## config.mk

```make
export PLATFORM = sky130hd
export DESIGN_NAME = combined_lcg_shuffle_rng_core_flat
export DESIGN_NICKNAME = d
export VERILOG_FILES = /design/src/rtl/clsrng_pkg.sv /design/src/rtl/clsrng_if.sv /design/src/rtl/clsrng_ram.sv /design/src/rtl/combined_lcg_shuffle_rng_core.sv /design/src/flat_wrapper.sv
export SDC_FILE = /design/constraint.sdc
export NUM_CORES = 2
export LEC_CHECK = 0
export BUFFER_PORTS_ARGS = -buffer_cell sky130_fd_sc_hd__buf_2
export CELL_PAD_IN_SITES_DETAIL_PLACEMENT = 1
export CELL_PAD_IN_SITES_GLOBAL_PLACEMENT = 2
export CORE_AREA = 5 5 422 424
export DETAILED_ROUTE_END_ITERATION = 10
export DIE_AREA = 0 0 427 429
export GPL_ROUTABILITY_DRIVEN = 0
export PLACE_DENSITY_LB_ADDON = 0.1
export SYNTH_ARGS = -nofsm -noshare
export SYNTH_HDL_FRONTEND = slang
export SYNTH_SLANG_ARGS = --single-unit
```

## constraint.sdc

```tcl
create_clock -name i_clk -period 9.73 [get_ports i_clk]
set_input_delay 0.4865 -clock i_clk [delete_from_list [all_inputs] [get_ports i_clk]]
set_output_delay 0.4865 -clock i_clk [all_outputs]
set_load 0.01 [all_outputs]
```

## src/rtl/clsrng_pkg.sv

```systemverilog
package clsrng_pkg;

    // Field widths
    localparam int RAW_W  = 31;
    localparam int IDX_W  = 16;
    localparam int PROD_W = 47;

    typedef logic [RAW_W-1:0]  t_word;
    typedef logic [IDX_W-1:0]  t_idx;
    typedef logic [PROD_W-1:0] t_prod;

    // Generator constants
    localparam int unsigned TABLE_DEPTH_DEF = 32;
    localparam t_word       MOD_ONE    = 31'd2147483563;
    localparam t_word       MOD_TWO    = 31'd2147483399;
    localparam t_word       OUT_TOP    = 31'd2147483562;
    localparam t_idx        MUL_ONE    = 16'd40014;
    localparam t_idx        MUL_TWO    = 16'd40692;
    // 2^31 minus each modulus, used to fold the high part back in
    localparam logic [7:0]  FOLD_ONE   = 8'd85;
    localparam logic [7:0]  FOLD_TWO   = 8'd249;
    localparam t_word       G2_RESET   = 31'd123456789;
    localparam t_word       SEED_RESET = 31'd1;

    // Quotient carry and remainder of a product reduced by 2^31 - c
    typedef struct packed {
        logic  carry;
        t_word rem;
    } t_fold;

    // Reduce p modulo m = 2^31 - c: p = hi*m + (hi*c + lo), and hi*c + lo < 2m,
    // so one compare and subtract finishes it; the quotient is hi + carry.
    function automatic t_fold fold_mod(input t_prod p, input logic [7:0] c, input t_word m);
        logic [31:0] t;
        t_fold       r;
        t = 32'(p[PROD_W-1:RAW_W]) * 32'(c) + 32'(p[RAW_W-1:0]);
        if (t >= 32'(m)) begin
            r.carry = 1'b1;
            r.rem   = t_word'(t - 32'(m));
        end else begin
            r.carry = 1'b0;
            r.rem   = t_word'(t);
        end
        return r;
    endfunction

endpackage

```

## src/rtl/clsrng_if.sv

```systemverilog
// Request channel: one word per draw
interface clsrng_req_if import clsrng_pkg::*; ();
    logic  valid;
    logic  ready;
    logic  kind;
    t_idx  range_n;

    modport source (output valid, output kind, output range_n, input ready);
    modport sink   (input valid, input kind, input range_n, output ready);
endinterface

// Response channel: one word per draw
interface clsrng_rsp_if import clsrng_pkg::*; ();
    logic  valid;
    logic  ready;
    t_word raw_value;
    t_idx  index_value;

    modport source (output valid, output raw_value, output index_value, input ready);
    modport sink   (input valid, input raw_value, input index_value, output ready);
endinterface

// Seed register write channel
interface clsrng_cfg_if import clsrng_pkg::*; ();
    logic  valid;
    logic  ready;
    t_word seed_value;

    modport source (output valid, output seed_value, input ready);
    modport sink   (input valid, input seed_value, output ready);
endinterface

```

## src/rtl/clsrng_ram.sv

```systemverilog
module clsrng_ram #(
    parameter int WIDTH = 31,
    parameter int DEPTH = 32,
    localparam int AW   = (DEPTH > 1) ? $clog2(DEPTH) : 1
) (
    input  logic             i_clk,
    input  logic             i_we,
    input  logic [AW-1:0]    i_waddr,
    input  logic [WIDTH-1:0] i_wdata,
    input  logic             i_re,
    input  logic [AW-1:0]    i_raddr,
    output logic [WIDTH-1:0] o_rdata
);

    logic [WIDTH-1:0] r_mem [DEPTH];
    logic [WIDTH-1:0] r_rdata;

    // Write port, registered read port
    always_ff @(posedge i_clk) begin
        if (i_we) begin
            r_mem[i_waddr] <= i_wdata;
        end
        if (i_re) begin
            r_rdata <= r_mem[i_raddr];
        end
    end

    assign o_rdata = r_rdata;

endmodule

```

## src/rtl/combined_lcg_shuffle_rng_core.sv

```systemverilog
// Draw: ST_RD to ST_OUT, which waits for a free response register; one draw at a time,
//   set by the shared 31x16 multiplier and fold unit walking the read-modify-write.
// Restart (kind 1, or first draw after reset): ST_SEED and ST_WMUL/ST_WRED warm-up
//   steps of the first generator, then ST_WQ and ST_WSLOT.
// Reset: seed 1, generators and last output to their initial values, not started;
//   the shuffle table holds garbage until the first restart fills it.
module combined_lcg_shuffle_rng_core import clsrng_pkg::*; #(
    parameter int TABLE_DEPTH = TABLE_DEPTH_DEF
) (
    input  logic         i_clk,
    input  logic         i_rst_n,
    clsrng_req_if.sink   i_req,
    clsrng_rsp_if.source o_rsp,
    clsrng_cfg_if.sink   i_cfg
);

    localparam int AW = $clog2(TABLE_DEPTH);
    localparam int CW = $clog2(TABLE_DEPTH + 8);
    localparam int RW = $clog2(TABLE_DEPTH) + 2;
    localparam int QW = RAW_W + RW;
    localparam logic [63:0] SLOT_DIV = 64'd1 + 64'(OUT_TOP) / 64'(TABLE_DEPTH);
    localparam logic [63:0] SLOT_REC = (64'd1 << RAW_W) / SLOT_DIV;

    typedef enum logic [3:0] {
        ST_IDLE,
        ST_SEED,
        ST_WMUL,
        ST_WRED,
        ST_WQ,
        ST_WSLOT,
        ST_RD,
        ST_G1,
        ST_G2,
        ST_Y,
        ST_IDX,
        ST_OUT
    } t_state;

    t_state          r_state;
    t_word           r_seed;
    t_word           r_g1;
    t_word           r_g2;
    t_word           r_last;
    t_word           r_tbl;
    logic            r_started;
    logic [AW-1:0]   r_slot;
    logic [AW-1:0]   r_q0;
    logic [CW-1:0]   r_cnt;
    t_idx            r_n;
    t_prod           r_prod;
    logic            r_out_valid;
    t_word           r_out_raw;
    t_idx            r_out_idx;

    t_word           mul_a;
    t_idx            mul_b;
    t_prod           n_prod;
    t_fold           fold1;
    t_fold           fold2;
    t_word           n_seed;
    logic signed [32:0] y_diff;
    logic signed [32:0] y_wrap;
    t_word           n_last;
    logic [QW-1:0]   q_prod;
    logic [AW-1:0]   n_q0;
    logic [AW:0]     q_inc;
    logic [32:0]     q_thr;
    logic [AW:0]     slot_w;
    logic [AW-1:0]   n_slot;
    t_idx            n_idx;
    logic            warm_wr;
    logic            out_load;

    logic            ram_we;
    logic [AW-1:0]   ram_waddr;
    t_word           ram_wdata;
    logic            ram_re;
    t_word           ram_rdata;

    // Select operands of the shared multiplier
    always_comb begin
        case (r_state)
            ST_G1: begin
                mul_a = r_g2;
                mul_b = MUL_TWO;
            end
            ST_IDX: begin
                mul_a = r_last;
                mul_b = r_n;
            end
            default: begin
                mul_a = r_g1;
                mul_b = MUL_ONE;
            end
        endcase
    end

    assign n_prod = t_prod'(PROD_W'(mul_a) * PROD_W'(mul_b));
    assign fold1  = fold_mod(r_prod, FOLD_ONE, MOD_ONE);
    assign fold2  = fold_mod(r_prod, FOLD_TWO, MOD_TWO);
    assign n_idx  = t_idx'(17'(r_prod[PROD_W-1:RAW_W]) + 17'(fold1.carry));

    // Reduce the seed below the first modulus, zero taken as one
    always_comb begin
        n_seed = r_seed;
        if (n_seed >= MOD_ONE) begin
            n_seed = n_seed - MOD_ONE;
        end
        if (n_seed == '0) begin
            n_seed = SEED_RESET;
        end
    end

    // Table entry minus second generator, wrapped into 1..OUT_TOP
    always_comb begin
        y_diff = $signed({2'b00, r_tbl}) - $signed({2'b00, r_g2});
        y_wrap = y_diff;
        if (y_diff < 33'sd1) begin
            y_wrap = y_diff + $signed({2'b00, OUT_TOP});
        end
        if (y_wrap < 33'sd1) begin
            n_last = 31'd1;
        end else if (y_wrap > $signed({2'b00, OUT_TOP})) begin
            n_last = OUT_TOP;
        end else begin
            n_last = t_word'(y_wrap);
        end
    end

    // Slot estimate by reciprocal, at most one below the true quotient
    assign q_prod = QW'(r_last) * QW'(SLOT_REC);
    assign n_q0   = q_prod[RAW_W +: AW];

    // Correct the estimate and clamp to the last slot
    always_comb begin
        q_inc  = {1'b0, r_q0} + 1'b1;
        q_thr  = 33'(q_inc) * 33'(SLOT_DIV);
        slot_w = (33'(r_last) >= q_thr) ? q_inc : {1'b0, r_q0};
        if (slot_w >= (AW+1)'(TABLE_DEPTH)) begin
            n_slot = AW'(TABLE_DEPTH - 1);
        end else begin
            n_slot = slot_w[AW-1:0];
        end
    end

    // Table port: warm-up fill, draw read, draw refill
    assign warm_wr   = (r_state == ST_WRED) && (r_cnt < CW'(TABLE_DEPTH));
    assign ram_we    = warm_wr || (r_state == ST_G2);
    assign ram_waddr = (r_state == ST_WRED) ? r_cnt[AW-1:0] : r_slot;
    assign ram_wdata = (r_state == ST_WRED) ? fold1.rem : r_g1;
    assign ram_re    = (r_state == ST_RD);

    // Load the response register once it is free or being taken
    assign out_load  = (r_state == ST_OUT) && (!r_out_valid || o_rsp.ready);

    clsrng_ram #(
        .WIDTH (RAW_W),
        .DEPTH (TABLE_DEPTH)
    ) u_table (
        .i_clk   (i_clk),
        .i_we    (ram_we),
        .i_waddr (ram_waddr),
        .i_wdata (ram_wdata),
        .i_re    (ram_re),
        .i_raddr (r_slot),
        .o_rdata (ram_rdata)
    );

    // Sequencer, generator state and response register
    always_ff @(posedge i_clk) begin
        if (!i_rst_n) begin
            r_state     <= ST_IDLE;
            r_seed      <= SEED_RESET;
            r_g1        <= '0;
            r_g2        <= G2_RESET;
            r_last      <= '0;
            r_started   <= 1'b0;
            r_slot      <= '0;
            r_out_valid <= 1'b0;
        end else begin
            if (i_cfg.valid && i_cfg.ready) begin
                r_seed <= i_cfg.seed_value;
            end
            if (out_load) begin
                r_out_valid <= 1'b1;
            end else if (o_rsp.valid && o_rsp.ready) begin
                r_out_valid <= 1'b0;
            end
            case (r_state)
                ST_IDLE: begin
                    if (i_req.valid && i_req.ready) begin
                        r_n     <= i_req.range_n;
                        r_state <= (i_req.kind || !r_started) ? ST_SEED : ST_RD;
                    end
                end
                ST_SEED: begin
                    r_g1    <= n_seed;
                    r_g2    <= n_seed;
                    r_cnt   <= CW'(TABLE_DEPTH + 7);
                    r_state <= ST_WMUL;
                end
                ST_WMUL: begin
                    r_prod  <= n_prod;
                    r_state <= ST_WRED;
                end
                ST_WRED: begin
                    r_g1 <= fold1.rem;
                    if (r_cnt == '0) begin
                        r_last    <= fold1.rem;
                        r_started <= 1'b1;
                        r_state   <= ST_WQ;
                    end else begin
                        r_cnt   <= r_cnt - 1'b1;
                        r_state <= ST_WMUL;
                    end
                end
                ST_WQ: begin
                    r_q0    <= n_q0;
                    r_state <= ST_WSLOT;
                end
                ST_WSLOT: begin
                    r_slot  <= n_slot;
                    r_state <= ST_RD;
                end
                ST_RD: begin
                    r_prod  <= n_prod;
                    r_state <= ST_G1;
                end
                ST_G1: begin
                    r_g1    <= fold1.rem;
                    r_tbl   <= ram_rdata;
                    r_prod  <= n_prod;
                    r_state <= ST_G2;
                end
                ST_G2: begin
                    r_g2    <= fold2.rem;
                    r_state <= ST_Y;
                end
                ST_Y: begin
                    r_last  <= n_last;
                    r_state <= ST_IDX;
                end
                ST_IDX: begin
                    r_prod  <= n_prod;
                    r_q0    <= n_q0;
                    r_state <= ST_OUT;
                end
                ST_OUT: begin
                    // hold until the response register is free
                    if (out_load) begin
                        r_out_raw   <= r_last;
                        r_out_idx   <= n_idx;
                        r_slot      <= n_slot;
                        r_state     <= ST_IDLE;
                    end
                end
                default: begin
                    r_state <= ST_IDLE;
                end
            endcase
        end
    end

    assign i_req.ready       = (r_state == ST_IDLE);
    assign i_cfg.ready       = 1'b1;
    assign o_rsp.valid       = r_out_valid;
    assign o_rsp.raw_value   = r_out_raw;
    assign o_rsp.index_value = r_out_idx;

    // A draw never starts on an unfilled table
    a_draw_started: assert property (@(posedge i_clk) disable iff (!i_rst_n)
        (r_state == ST_RD) |-> r_started)
        else $error("draw started before table fill");

    // First generator stays inside its modulus when a draw begins
    a_g1_range: assert property (@(posedge i_clk) disable iff (!i_rst_n)
        (r_state == ST_RD) |-> (r_g1 != '0) && (r_g1 < MOD_ONE))
        else $error("first generator out of range");

    // Response word stays within 1..OUT_TOP
    a_raw_range: assert property (@(posedge i_clk) disable iff (!i_rst_n)
        r_out_valid |-> (r_out_raw != '0) && (r_out_raw <= OUT_TOP))
        else $error("raw value out of range");

    // Refill goes back to the slot that was read
    a_refill_slot: assert property (@(posedge i_clk) disable iff (!i_rst_n)
        (r_state == ST_G2) |-> ram_we && (ram_waddr == $past(r_slot, 2)))
        else $error("refill address differs from read slot");

endmodule
```

## src/flat_wrapper.sv

```systemverilog
// flat-port wrapper written by rule: the top's interface ports become plain ports
module combined_lcg_shuffle_rng_core_flat import clsrng_pkg::*;
#(
    parameter int TABLE_DEPTH = TABLE_DEPTH_DEF
)
  (i_clk, i_rst_n, i_req_valid, i_req_kind, i_req_range_n, i_req_ready, o_rsp_valid, o_rsp_raw_value, o_rsp_index_value, o_rsp_ready, i_cfg_valid, i_cfg_seed_value, i_cfg_ready);
  clsrng_req_if i_req_i ();
  clsrng_rsp_if o_rsp_i ();
  clsrng_cfg_if i_cfg_i ();
  input  logic i_clk;
  input  logic i_rst_n;
  input wire logic [$bits(i_req_i.valid)-1:0] i_req_valid;
  input wire logic [$bits(i_req_i.kind)-1:0] i_req_kind;
  input wire logic [$bits(i_req_i.range_n)-1:0] i_req_range_n;
  output wire logic [$bits(i_req_i.ready)-1:0] i_req_ready;
  output wire logic [$bits(o_rsp_i.valid)-1:0] o_rsp_valid;
  output wire logic [$bits(o_rsp_i.raw_value)-1:0] o_rsp_raw_value;
  output wire logic [$bits(o_rsp_i.index_value)-1:0] o_rsp_index_value;
  input wire logic [$bits(o_rsp_i.ready)-1:0] o_rsp_ready;
  input wire logic [$bits(i_cfg_i.valid)-1:0] i_cfg_valid;
  input wire logic [$bits(i_cfg_i.seed_value)-1:0] i_cfg_seed_value;
  output wire logic [$bits(i_cfg_i.ready)-1:0] i_cfg_ready;
  assign i_req_i.valid = i_req_valid;
  assign i_req_i.kind = i_req_kind;
  assign i_req_i.range_n = i_req_range_n;
  assign i_req_ready = i_req_i.ready;
  assign o_rsp_valid = o_rsp_i.valid;
  assign o_rsp_raw_value = o_rsp_i.raw_value;
  assign o_rsp_index_value = o_rsp_i.index_value;
  assign o_rsp_i.ready = o_rsp_ready;
  assign i_cfg_i.valid = i_cfg_valid;
  assign i_cfg_i.seed_value = i_cfg_seed_value;
  assign i_cfg_ready = i_cfg_i.ready;
  combined_lcg_shuffle_rng_core #(.TABLE_DEPTH(TABLE_DEPTH)) u_core (.i_clk(i_clk), .i_rst_n(i_rst_n), .i_req(i_req_i), .o_rsp(o_rsp_i), .i_cfg(i_cfg_i));
endmodule
```

# Yosys cells after proc, flatten, opt, wreduce, memory -nomap -nowiden
# Memory sizes are Yosys's and may differ from the RTL's. A register that Yosys moved wholly into a read port is not among the register bits.
# Cells that the tools add are included.
# Widths: inputs -> output; s select.
[word_totals] register_bits=287 ram_bits=992 wordCells=115 n_memories=1
[op_classes] addsub=10 mul=4 magnitude_cmp=9 eq_ne=15 mux=30 reduce_logical=31
[mem_list] memory="u_core.u_table.r_mem" depth=32 width=31 read_ports=1 rd_ports_with_merged_regs=1 wr=1 line_no="clsrng_ram.sv:15" text="logic [WIDTH-1:0] r_mem [DEPTH];"
[ops] operator="$pmux 31 s2" count=4
[ops] operator="$mux 31" count=7
[ops] operator="$sub 31x31->31 const B" count=3
[ops] operator="$lt 33x2->1 const B" count=2
[ops] operator="$ge 32x31->1 const B" count=2
[ops] operator="$pmux 4 s12" count=1
[ops] operator="$mul 31x16->47" count=1
[ops] operator="$add 33x32->33 const B" count=1
[ops] operator="$gt 33x32->1 const B" count=1
[ops] operator="$mux 33" count=1
[ops] operator="$add 23x31->32" count=1
[ops] operator="$add 24x31->32" count=1
[ops] operator="$ge 31x32->1" count=1
[ops] operator="$mux 32" count=1
[ops] operator="$pmux 16 s2" count=1
[ops] operator="$sub 31x31->32" count=1
[ops] operator="$ge 31x31->1 const B" count=1
[ops] operator="$logic_not 31->1" count=1
[ops] operator="$mul 6x25->31 const B" count=1
[ops] operator="$mul 16x8->24 const B" count=1
[ops] operator="$mul 16x7->23 const B" count=1
[ops] operator="$add 16x1->16" count=1
[ops] operator="$eq 4x3->1 const B" count=4
[ops] operator="$eq 4x4->1 const B" count=4
[ops] operator="25 further kinds" count=56

# Logic depth before layout (Yosys ltp)
[logic_depth] word_depth=8 ltp_mapped=36

# Hierarchy
# From an unflattened synthesis, not the netlist that was laid out.
[unflattened] hier_cells=6796 area_unflattened_um2=79606.3
[by_module_without_submodules] module="combined_lcg_shuffle_rng_core" instances=1 cells_each=4604 area_each_um2=40133.5
[by_module_without_submodules] module="clsrng_ram" instances=1 cells_each=2192 area_each_um2=39472.9

# Worst setup path before layout
# OpenSTA, ideal clock, no wires.
[synth_path] kind="register to register" start="reg u_core.r_state[0]" end="reg u_core.r_prod[45] (data pin)" setup_ns=0.265 arrival_ns=8.169 slack_ns=1.296 stages_incl_launch_ff=31 period_less_slack_ns=8.434 cell_sequence="dfxtp_1 > clkbuf_1 > nor3_1 > clkbuf_1 > clkbuf_1 > nand2b_1 > clkbuf_1 > nand2_1 > fa_1 > fa_1 > fa_1 > fa_1 > inv_1 > fa_1 > fa_1 > ha_1 > a21o_1 > a21oi_1 > o21ai_0 > a211oi_1 > o21bai_1 > a211oi_1 > o21ai_0 > a221oi_1 > o211ai_1 > a31oi_1 > o21ai_0 > a41o_1 > nor3_1 > o21ai_0 > xor2_1"
[synth_between] elab_chain_len=3
[synth_lines] element="start: declaration" line_no="combined_lcg_shuffle_rng_core.sv:39" text="t_state r_state;"
[synth_lines] element="start signal: assignment" line_no="combined_lcg_shuffle_rng_core.sv:193" text="r_state <= (i_req.kind || !r_started) ? ST_SEED : ST_RD;"
[synth_lines] element="$eq 4x4->1 / $eq 4x3->1 (equally long branches)" line_no="combined_lcg_shuffle_rng_core.sv:82" text="case (r_state)"
[synth_lines] element="$pmux 31 s2 / $pmux 16 s2 (equally long branches)" line_no="combined_lcg_shuffle_rng_core.sv:82"
[synth_lines] element="$mul 31x16->47 (*)" line_no="combined_lcg_shuffle_rng_core.sv:98" text="assign n_prod = t_prod'(PROD_W'(mul_a) * PROD_W'(mul_b));"
[synth_lines] element="named net u_core.n_prod[45]" line_no="combined_lcg_shuffle_rng_core.sv:57" text="t_prod n_prod;"
[synth_lines] element="end signal: assignment" line_no="combined_lcg_shuffle_rng_core.sv:203" text="r_prod <= n_prod;"
[synth_lines] element="end signal: assignment" line_no="combined_lcg_shuffle_rng_core.sv:226" text="r_prod <= n_prod;"
[synth_lines] element="end signal: assignment" line_no="combined_lcg_shuffle_rng_core.sv:232" text="r_prod <= n_prod;"
[synth_lines] element="end: declaration" line_no="combined_lcg_shuffle_rng_core.sv:50" text="t_prod r_prod;"
# Mark *: on every way through the listed nets, which the timed path passes. The rest lies on a longest branch.
# A chain may end at the register's enable or synchronous reset.

# Worst setup path after layout
[layout_path] start="reg u_core.r_state[1]" end="reg u_core.r_prod[46] (data pin)"
# Same word-level chain as after synthesis.

==> impl_metrics.env <==
export IMPL_worstPathArrival_ns=9.79
export IMPL_required_ns=10.28
export IMPL_ys_seq_elements=1310
export IMPL_fmax_ghz=0.1083
export IMPL_ys_seq_area_share_pct=47.91
export IMPL_p_leak_nw=33.16
export IMPL_syn_area_per_cell_um2=12.89
export IMPL_yosysWarningCount=0
export IMPL_fp_dieArea_mm2=0.1832
export IMPL_synth_edf_count=1175
export IMPL_r2r_slack_ns=0.50
export IMPL_first_global_vias=55030
export IMPL_drv_slew=0
export IMPL_routed_wl_mm=264.5
export IMPL_vdd_drop_max_mv=0.2224
export IMPL_grt_max_degree=151
export IMPL_syn_instance_count=6150
export IMPL_rsz0062_at_grt="false"
export IMPL_finalSetupViolCount=0
export IMPL_dp_hpwl_mm=194.7
export IMPL_numCtsBuffers=142
export IMPL_avgViaCountPerCell=5.922
export IMPL_port_buffers=101
export IMPL_whs_path_depth=3
export IMPL_yosysTopAreaCell="edfxtp_1"
export IMPL_gr_total_overflow=0
export IMPL_crit_slowest_cell="fa_1"
export IMPL_wire_per_inst_um=30.22
export IMPL_maxCapViolations=0
export IMPL_drt_initial_drc_count=4620
export IMPL_synth_area_leaders="edfxtp_1 (45%), fa_1 (14%), mux4_2 (8.8%), ha_1 (5.4%), dfxtp_1 (3.4%)"
export IMPL_p_total_mw=17.43
export IMPL_final_common_cell="edfxtp_1"
export IMPL_clk_latency_ns=0.81
export IMPL_synth_flop_cell="edfxtp_1"
export IMPL_hp_class="primary input to flip-flop"
export IMPL_final_hold_viol_count=0
export IMPL_drc=0
export IMPL_clockBufferDepth=3
export IMPL_cpMostUsedCell="fa_1"
export IMPL_final_cell_mix="edfxtp_1 (1,175), inv_1 (703), nand2_1 (596)"
export IMPL_h_tree_depth=4
export IMPL_async_flop_share_pct=0
export IMPL_tightest_slew_ns=1.396
export IMPL_gr_usage_all_layers_pct=29.07
export IMPL_fin_worst_skew_ns=0.05140
export IMPL_rows=153
export IMPL_synth_top_area_share_pct=44.51
export IMPL_min_period_ns=9.232
export IMPL_relSlewSlack_pct=6.938
export IMPL_crit_type="flip-flop to flip-flop"
export IMPL_slowest_delay_ns=0.54
export IMPL_clkTransAtPathRegs_ns=0.06
export IMPL_cellPowerDensity_mw_per_mm2=197.6
export IMPL_end_kind="flip-flop"
export IMPL_final_nets=7254
export IMPL_dieWidth_um=427
export IMPL_clock_sinks=1310
export IMPL_die_y_um=429
export IMPL_r2r_cells=34
export IMPL_drtPass1Iterations=5
export IMPL_synth_cell_types=109
export IMPL_root_buffer="clkbuf_16"
export IMPL_drive_gt1_share_pct=14.94
export IMPL_io_pins=103
export IMPL_status="complete, no violations"
export IMPL_antenna_found_initial=4
export IMPL_fin_util_pct=50.88
export IMPL_vias=51830
export IMPL_drtAntennaViolNets=0
export IMPL_post_route_period_util_pct=94.88
export IMPL_cp_max_fo=22
export IMPL_area_growth_syn_to_layout_pct=11.31
export IMPL_start_util_pct=45.71
export IMPL_cts_tree="done"
export IMPL_grt_pass1_wl_mm=388.2
export IMPL_syn_nets=7085
export IMPL_start_kind="flip-flop"
export IMPL_core_mm2=0.1734
export IMPL_setup_tns_final_ns=0
export IMPL_syn_cell_area_mm2=0.07928
-- path summary, 6_finish.rpt --
check | endpoint | start
worst max-delay path | u_core.r_prod[46]$_DFFE_PP_ | u_core.r_state[1]$_SDFFE_PN0P_
worst min-delay path | u_core.o_rsp.valid$_SDFFE_PN0P_ | o_rsp_ready
worst max register to register | u_core.r_prod[46]$_DFFE_PP_ | u_core.r_state[1]$_SDFFE_PN0P_
worst min register to register | u_core.r_tbl[27]$_DFFE_PP_ | u_core.u_table.o_rdata[27]$_DFFE_PP_
-- per-stage QoR --
step	hold WS (ns)	worst slack (ns)	instances	cell area, um^2
global route	0.1175	0.006803	8751	88240
global placement	0.4009	0.3188	8451	83230
finish	0.1192	0.4982	8753	88240
detailed placement	0.4057	0.1379	8451	83230
floorplan	0.4003	1.296	6150	79280
CTS	0.08112	0.2073	8749	88180
-- routing by layer --
metal / track usage [%] / vias up / routed length (um)
met5: 0 / - / 0
met4: 12.05 / 0 / 12980
met3: 3.468 / 429 / 13160
met2: 48.24 / 1618 / 128600
met1: 38.99 / 27440 / 109700
li1: - / 22340 / -
-- sequential cells by signal, summed over array words and instances, names as in the netlist, 5 cells and up --
signal and count:
u_core.o_rsp.raw_value 31, u_core.r_prod 47, u_core.r_cnt 6, u_core.o_rsp.index_value 16
u_core.u_table.o_rdata 31, u_core.r_slot 5, u_core.r_q0 5, u_core.r_g2 31
u_core.r_tbl 31, u_core.r_last 31, u_core.r_n 16, u_core.r_g1 31
u_core.u_table.r_mem 992, u_core.r_seed 31
-- worst max-delay path: cells and delay by family, from the launching register on --
family          cells  cell delay, ns
xor+xnor            1            0.09
buf+inv             8            1.18
fa+ha+maj           7            3.31
compound gates     12            2.83
flops               1            0.46
simple gates        6            1.10
-- layout make-up --
cell class / instances / area [um^2]
clock buffer: 182 / 3766
sequential: 1310 / 38000
antenna: 2 / 5.005
fill: 17430 / 85190
clock inverter: 69 / 711.9
timing repair buffer: 305 / 2216
multi-input combinational: 3855 / 37990
tap: 2325 / 2909
inverter: 705 / 2646
-- synthesized netlist by cell type, drive strengths merged, types with 39 or more instances --
cell type	n
nand4	42
nor3	66
nand3	62
a21oi	197
buf	56
inv	704
and2	53
nor2b	41
o21a	47
nand2	597
xor2	77
a211oi	73
o21ai	179
clkbuf	224
a21o	63
ha	340
xnor2	119
mux4	310
fa	542
mux2i	39
nor2	471
dfxtp	135
edfxtp	1175
-- power breakdown --
| part | internal (mW) | switching (mW) | leakage (nW) | total, mW |
|---|---|---|---|---|
| registers | 6.32 | 0.114 | 11.9 | 6.43 |
| clock network | 2.96 | 2.31 | 2.17 | 5.26 |
| logic | 1.91 | 3.83 | 19.1 | 5.74 |
-- repair_timing --
action / CTS / global route
resized for setup: 0 / 4
setup endpoints to repair: 0 / 4
buffers inserted: 0 / 0
endpoints found under the hold margin: 47 / 0
hold buffers: 47 / 0
-- kinds of logic after synthesis --
logic type                 after synthesis  synth area share [%]
AOI/OAI and AO/OA                      865                 7.568
xor gates and xnor gates               196                 2.194
adders and majority gates              882                 19.05
buffers and inverters                  985                 4.750
DFF                                   1310                 47.91
muxes                                  386                 9.824
other                                    1              0.004730
and+or+nand+nor                       1525                 8.693
No activity file was read; power rests on OpenSTA's default activity.
